`src/design/ssi2d_pkg.sv`:
```
package ssi2d_pkg;

  localparam int unsigned CoordWidthDef = 32;
  localparam int unsigned RatioBits     = 16;
  localparam int unsigned RatioWidth    = RatioBits + 1;

  typedef enum logic [1:0] {
    ST_HIT      = 2'd0,
    ST_PARALLEL = 2'd1,
    ST_MISS     = 2'd2
  } status_e;

endpackage

```
`src/design/ssi2d_div_cell.sv`:
```
module ssi2d_div_cell #(
  parameter int unsigned CW    = ssi2d_pkg::CoordWidthDef,
  parameter int unsigned RW    = 2 * CW + 4,
  parameter bit          FIRST = 1'b0,
  parameter bit          DO_B  = 1'b1
) (
  input  logic                                clk_i,
  input  logic                                rst_ni,
  input  logic                                en_i,
  input  logic                                valid_i,
  input  ssi2d_pkg::status_e                  status_i,
  input  logic [RW-1:0]                       den_i,
  input  logic [RW-1:0]                       ra_i,
  input  logic [RW-1:0]                       rb_i,
  input  logic [CW:0]                         qa_i,
  input  logic [ssi2d_pkg::RatioWidth-1:0]    qb_i,
  input  logic signed [CW:0]                  dax_i,
  input  logic signed [CW:0]                  daz_i,
  input  logic signed [CW-1:0]                ax1_i,
  input  logic signed [CW-1:0]                az1_i,
  output logic                                valid_o,
  output ssi2d_pkg::status_e                  status_o,
  output logic [RW-1:0]                       den_o,
  output logic [RW-1:0]                       ra_o,
  output logic [RW-1:0]                       rb_o,
  output logic [CW:0]                         qa_o,
  output logic [ssi2d_pkg::RatioWidth-1:0]    qb_o,
  output logic signed [CW:0]                  dax_o,
  output logic signed [CW:0]                  daz_o,
  output logic signed [CW-1:0]                ax1_o,
  output logic signed [CW-1:0]                az1_o
);

  logic [RW-1:0] sa, sb, ra_d, rb_d;
  logic ba, bb;
  logic [CW:0] qa_d;
  logic [ssi2d_pkg::RatioWidth-1:0] qb_d;

  always_comb begin
    sa   = FIRST ? ra_i : {ra_i[RW-2:0], 1'b0};
    sb   = FIRST ? rb_i : {rb_i[RW-2:0], 1'b0};
    ba   = sa >= den_i;
    bb   = sb >= den_i;
    ra_d = ba ? sa - den_i : sa;
    qa_d = {qa_i[CW-1:0], ba};
    if (DO_B) begin
      rb_d = bb ? sb - den_i : sb;
      qb_d = {qb_i[ssi2d_pkg::RatioWidth-2:0], bb};
    end else begin
      rb_d = rb_i;
      qb_d = qb_i;
    end
  end

  always_ff @(posedge clk_i or negedge rst_ni) begin
    if (!rst_ni) begin
      valid_o <= 1'b0;
    end else if (en_i) begin
      valid_o <= valid_i;
    end
  end

  always_ff @(posedge clk_i) begin
    if (en_i) begin
      status_o <= status_i;
      den_o    <= den_i;
      ra_o     <= ra_d;
      rb_o     <= rb_d;
      qa_o     <= qa_d;
      qb_o     <= qb_d;
      dax_o    <= dax_i;
      daz_o    <= daz_i;
      ax1_o    <= ax1_i;
      az1_o    <= az1_i;
    end
  end

endmodule

```
`config.mk`:
```
export PLATFORM = sky130hd
export DESIGN_NAME = ssi2d_div_cell
export DESIGN_NICKNAME = d
export VERILOG_FILES = /design/src/design/ssi2d_pkg.sv /design/src/design/ssi2d_div_cell.sv
export SDC_FILE = /design/constraint.sdc
export NUM_CORES = 1
export LEC_CHECK = 0
export ABC_CLOCK_PERIOD_IN_PS = 940
export BUFFER_PORTS_ARGS = -buffer_cell sky130_fd_sc_hd__buf_4
export CAP_MARGIN = 10
export CORE_AREA = 2 2 299 301
export DETAILED_ROUTE_END_ITERATION = 10
export DIE_AREA = 0 0 301 303
export PLACE_DENSITY = 0.55
export SYNTH_ARGS = -nofsm -noshare
export SYNTH_HDL_FRONTEND = slang
export SYNTH_SLANG_ARGS = --single-unit
```
`constraint.sdc`:
```
create_clock -name clk_i -period 0.94 [get_ports clk_i]
set_clock_uncertainty 0.15 [all_clocks]
set_input_delay 0 -clock clk_i [delete_from_list [all_inputs] [get_ports clk_i]]
set_output_delay 0 -clock clk_i [all_outputs]
set_load 0.1 [all_outputs]
```
==> flow_summary.ini, run 1 <==
[status]
status = complete, but fails checks
violations = hold timing, setup timing

[worst_setup_path]
critPathKind = input pin to flip-flop
cpMostUsedCell = buf_4
worst_setup_path_start_kind = input pin
crit_path_end_kind = flip-flop
required_ns = 1.16
critical_path_arrival_ns = 2.91
crit_chain = buf_4, clkinvlp_4, ha_4, a21oi_2, nor2b_2, nor2_1, a211oi_2, buf_4, o211ai_1, buf_4, nand4_1, a21oi_2, a21oi_4, buf_12, clkbuf_16, mux2_4
crit-reg2reg-launch = valid_o
path_buf_inv = 6
crit_fanout = 7
startpoint = den_i[27]
critPathMaxStageDelay_ns = 0.32
critPathSlowestCell = a211oi_2
cp_top_family = buffers and inverters

[clock_network]
htreeDepth = 2
clockRootBuffer = clkbuf_16
clk_path_buf_depth = 3
path_clk_slew_ns = 0.06
cts_tree = yes
insertion_delay_ns = 0.61
clock_sinks = 387
cts_buffers = 48

[place]
placed_cells = 4440
port_buffers = 772
gp_congestion = 0.901
place_hpwl_mm = 80.4
dp_slack_ns = -2.68

[sta]
max_slew.worst_pin.slew_ns = 0.553
holdWs_ns = -0.584
fin_crit_sh_pct = 286
rsz0062_at_grt = yes
hold_violations = 240
max_freq_ghz = 0.372
slew_headroom_pct = 63.0
setup_viol = 912
finalWorstSetupSlack_ns = -1.75
min_period_ns = 2.69
slew_viol_final = 0

[logic_synthesis]
synth_top_flop_cell = edfxtp_1
synth-seq-cells = 387
ys_async_sr_fraction_pct = 0.258
yosysWarnings = 0
avgSynthCellArea_um2 = 11.2
synthesis.area_mm2 = 0.0218
synth_edf_count = 386
synth_seq_area_share_pct = 53.2
ys_types = 81
synth_cells = 1951
syn_nets = 2479

[power_and_ir_drop]
p_clk_share_pct = 24.2
powerDensity_mw_per_mm2 = 1730
pwr-share-seq_pct = 29.1
switchingPower_mw = 31.6
p_comb_share_pct = 46.7
peakVddDrop_mv = 1.67
swShare_pct = 41.1
leakage_nw = 19.5
p_int_mw = 45.2

[layout]
nNetsFinal = 4290
final_cells = 4973
layout-drive-gt1-share_pct = 53.4
area_delta_synth_final_pct = 104

[global_routing]
antenna_found_initial = 17
grt_pass1_vias = 23700
grt_max_degree = 32
grt_pass1_wl_mm = 150
grt_use_total_pct = 22.2
grt-ovfl-total = 0

[detailed_routing]
num_vias = 23200
drtPass1Iterations = 5
routed_wl_mm = 111
routed_via_density = 4.67
drtIter0Drc = 1288
drcViolationCount = 0
ant_nets = 0
post_drt_wl_per_cell_um = 22.3

[floorplanning]
die-area_mm2 = 0.0912
core-area_mm2 = 0.0880
start_util_pct = 24.8
fp-row-count = 109
io_pins = 777
die_y_um = 303
die_x_um = 301

[min_path]
hp-class = input pin to flip-flop
hp-start = den_i[2]

[flow_run]
cap_viol_max_count = 0
-- timing repair --
action	4_1_cts	5_1_grt
hold buffers	307	28
setup endpoints to repair	526	912
gates cloned	26	2
pin swaps	116	125
buffers inserted	79	19
hold endpoints to repair	772	685
gates resized for setup	456	657
-- path summary, 6_finish.rpt --
check                                 to  slack [ns]  depth (start not counted)
worst max-delay path             ra_o[2]       -1.75                         16
worst min-delay path            den_o[2]       -0.58                          1
worst max register to register   valid_o       -0.07                          1
worst min register to register   valid_o        0.44                          1
max in group asynchronous        valid_o        0.41                          3
min in group asynchronous        valid_o        0.10                          3
-- metal layers --
metal,track usage [%],part of all wire (%)
met5,0,0.051
met4,10.1,4.7
met3,4.08,5.5
met2,42.3,53
met1,23.6,36
-- synthesized netlist by cell type (all sizes together) (4+ instances only) --
library cell	count	share of area, %
a211o	4	0.16
a211oi	14	0.60
a21boi	5	0.17
a21o	70	2.4
a21oi	178	4.1
a221oi	8	0.32
a31oi	13	0.44
and2	7	0.20
and3	11	0.32
buf	24	0.61
clkbuf	65	1.2
clkdlybuf4s15	5	0.25
edfxtp	386	53
ha	136	7.8
inv	107	1.8
mux2	67	3.5
nand2	193	3.3
nand2b	13	0.37
nand3	36	0.83
nand4	57	1.6
nor2	87	1.5
nor2b	14	0.40
nor3	22	0.50
nor4	7	0.20
o2111ai	4	0.16
o211ai	10	0.34
o21a	14	0.48
o21ai	162	3.7
o21bai	29	1.0
o221a	4	0.21
o31a	4	0.16
o31ai	13	0.45
or2	5	0.14
or3	6	0.18
or4	4	0.15
xnor2	76	3.1
xor2	47	1.9
-- power by group through the flow --
stage,clock network (mW),logic [mW],registers (mW)
after floorplan,0,6.38,34.7
after global placement,0,29.3,22.2
after detailed placement,0,29.3,22.2
after CTS,19.0,33.8,21.9
after global routing,19.7,37.3,22.4
final,18.6,35.9,22.3
-- cell usage in the layout (no fill, tap or decap), drive strengths merged, types with 5 or more instances in the layout --
cell type,Yosys,final
buf,24,1520
and3,11,11
a221oi,8,8
o21bai,29,29
nand2b,13,13
clkinv,0,20
a21oi,178,178
a211oi,14,14
mux2,67,67
xor2,47,47
and2,7,7
xnor2,76,76
or3,6,6
a21o,70,70
diode,0,10
a31oi,13,13
dlygate4sd3,0,334
a21boi,5,5
o211ai,10,10
nor2,87,87
nor3,22,22
o21a,14,14
ha,136,136
clkbuf,65,57
o21ai,162,162
clkinvlp,0,11
inv,107,103
nor4,7,7
nand4,57,57
nand2,193,193
nor2b,14,14
o31ai,13,13
nand3,36,36
edfxtp,386,386
or2,5,5
-- cells by family after synthesis --
family                     Yosys count  share of synthesized area [%]
AOI/OAI and AO/OA                  559                           16.1
xor gates and xnor gates           123                           4.94
adders and majority gates          138                           7.98
buffers and inverters              202                           3.99
DFF                                387                           53.2
muxes                               70                           3.60
and+or+nand+nor                    472                           10.2
-- layout make-up --
class,instances,area [um2]
antenna,10,25.0
clock buffer,55,1230
clock inverter,31,298
fill,7638,43500
inverter,107,465
multi-input combinational,1362,11800
sequential,387,11600
tap,1165,1460
timing repair buffer,1856,17500
-- stage by stage --
| stage | cell area, um2 | TNS, ns | util, % | total power [mW] |
|---|---|---|---|---|
| 6_report | 44400 | -510.01 | 50.5 | 76.8 |
| 5_1_grt | 44400 | -538.86 | 50.5 | 79.4 |
| 4_1_cts | 41700 | -530.43 | 47.4 | 74.7 |
| 3_5_place_dp | 34000 | -369.06 | 38.7 | 51.5 |
| 3_3_place_gp | 34000 | -366.12 | 38.7 | 51.5 |
| 2_1_floorplan | 22100 | -293.64 | - | 41.0 |
-- state kept, by name, summed over array words and instances (netlist names) --
register and cells:
az1_o 32, dax_o 33, rb_o 68, valid_o 1, daz_o 33, ax1_o 32, status_o 2, qa_o 33
qb_o 17, den_o 68, ra_o 68
Note: power is estimated with default switching activity, not from simulation.
==> inputs of run 2 (changes only) <==
--- a/config.mk
+++ b/config.mk
@@ -11,7 +11,7 @@
 export CORE_AREA = 2 2 299 301
 export DETAILED_ROUTE_END_ITERATION = 10
 export DIE_AREA = 0 0 301 303
-export PLACE_DENSITY = 0.55
+export PLACE_DENSITY = 0.46
 export SYNTH_ARGS = -nofsm -noshare
 export SYNTH_HDL_FRONTEND = slang
 export SYNTH_SLANG_ARGS = --single-unit
==> flow_summary.ini, run 2 (synthesis results as in run 1) <==
[global_routing]
grt_pass1_wl_mm = 151
grt_max_degree = 26
grt-ovfl-total = 0
grt_use_total_pct = 22.1
antenna_found_initial = 9
grt_pass1_vias = 24100

[power_and_ir_drop]
swShare_pct = 40.7
powerDensity_mw_per_mm2 = 1740
pwr-share-seq_pct = 29.3
switchingPower_mw = 30.8
p_comb_share_pct = 46.0
p_clk_share_pct = 24.6
p_total_mw = 75.7
p_int_mw = 44.9
leakage_nw = 19.0
peakVddDrop_mv = 1.66

[layout]
fillers = 7835
final_cells = 4977
layout_common_cells = buf_4, buf_6, edfxtp_1
multi_input_area_mm2 = 0.0110
final_common_cell = buf_4
seqCellArea_mm2 = 0.0116
reg.largest.list = den_o (68), ra_o (68), rb_o (68)
area_delta_synth_final_pct = 99.2
layout-drive-gt1-share_pct = 50.5
nNetsFinal = 4300

[place]
dp_slack_ns = -2.74
placed_cells = 4463
gp_congestion = 0.944
port_buffers = 772
place_hpwl_mm = 81.4

[sta]
slew_headroom_pct = 36.4
min_period_ns = 2.99
max_freq_ghz = 0.334
slew_viol_final = 0
hold_violations = 193
fin_crit_sh_pct = 319
finalWorstSetupSlack_ns = -2.05
fin_tns_setup_ns = -635.35
max_slew.worst_pin.slew_ns = 0.951
holdWs_ns = -0.456
setup_viol = 912
rsz0062_at_grt = yes

[clock_network]
cts_buffers = 47
clockRootBuffer = clkbuf_16
clk_path_buf_depth = 3
cts_tree = yes
insertion_delay_ns = 0.59
htreeDepth = 2
clock_sinks = 387
path_clk_slew_ns = 0.06

[worst_setup_path]
crit_fanout = 7
required_ns = 1.14
worst_setup_path_start_kind = input pin
crit_path_end_kind = flip-flop
critPathKind = input pin to flip-flop
startpoint = den_i[20]
crit-reg2reg-launch = valid_o
critical_path_arrival_ns = 3.19

[floorplanning]
die_y_um = 303
die_x_um = 301
fp-row-count = 109
io_pins = 777
start_util_pct = 24.8
core-area_mm2 = 0.0880
die-area_mm2 = 0.0912

[detailed_routing]
ant_nets = 0
drcViolationCount = 0
routed_wl_mm = 106
post_drt_wl_per_cell_um = 21.3
num_vias = 23000
drtIter0Drc = 1203
drtPass1Iterations = 6
routed_via_density = 4.63

[min_path]
hp-start = rb_i[21]
hp-class = input pin to flip-flop

[status]
status = complete, but fails checks
violations = hold timing, setup timing

[flow_run]
cap_viol_max_count = 0
## run 2: cell types whose count changed in the layout (fill, tap and decap cells not counted), sizes merged, moves of 2 or more
cell,before,now
buf,1520,1507
diode,10,5
clkbuf,57,55
dlygate4sd3,334,358
inv,103,108
clkinvlp,11,4
## run 2: worst paths after layout
| check | end | slack [ns] | cells after the start |
|---|---|---|---|
| setup / recovery | ra_o[64] | -2.05 | 18 |
| hold / removal | rb_o[22] | -0.46 | 3 |
| setup reg to reg | valid_o | -0.07 | 1 |
| hold reg to reg | valid_o | 0.44 | 1 |
| max in group asynchronous | valid_o | 0.40 | 3 |
| min in group asynchronous | valid_o | 0.11 | 3 |
## run 2: per-stage QoR
stage	instance area [um2]	util [%]
2_1_floorplan	22100	-
3_3_place_gp	34200	38.9
3_5_place_dp	34200	38.9
4_1_cts	42600	48.5
5_1_grt	43500	49.4
6_report	43500	49.4
## run 2: worst max-delay path, cell delays in order
cell,delay [ns]
buf_4,0.10
inv_4,0.04
ha_4,0.27
nand4_1,0.22
nor2_2,0.23
and3_4,0.22
a21boi_4,0.17
buf_6,0.14
nor2_4,0.05
o211ai_1,0.28
buf_4,0.20
nand4_1,0.16
a21oi_2,0.27
a21oi_4,0.09
buf_12,0.17
buf_16,0.15
buf_12,0.15
mux2_4,0.29
## run 2: layer usage
metal  global-route usage, %  vias to the layer above  routed length [um]
met5                       0                        -                  30
met4                    10.0                        4                5000
met3                    3.97                      187                5540
li1                        -                    10900                   -
met1                    23.6                    11200               38700
met2                    42.0                      735               56800
## run 2: layout make-up
type | count | share of cell area, %
multi-input cells | 1362 | 25.4
diodes | 5 | 0.0288
repair buffers | 1867 | 39.9
clock buffers | 53 | 2.81
clock inverters | 31 | 0.786
well taps | 1165 | 3.35
inverters | 107 | 1.01
flip-flops and latches | 387 | 26.7
## run 2: power groups by stage
stage          sequential, mW  combinational [mW]  clock [mW]
2_1_floorplan            34.7                6.38           0
3_3_place_gp             22.2                29.6           0
3_5_place_dp             22.2                29.7           0
4_1_cts                  22.2                34.3        19.2
5_1_grt                  22.3                36.3        19.7
6_report                 22.2                34.8        18.6
## run 2: timing repair
| item | in CTS | in global routing |
|---|---|---|
| hold endpoints to repair | 772 | 655 |
| buffers inserted | 49 | 20 |
| pin swaps | 90 | 71 |
| cloned | 17 | 2 |
| gates resized for setup | 705 | 153 |
| setup endpoints to repair | 526 | 912 |
| hold buffers | 331 | 33 |
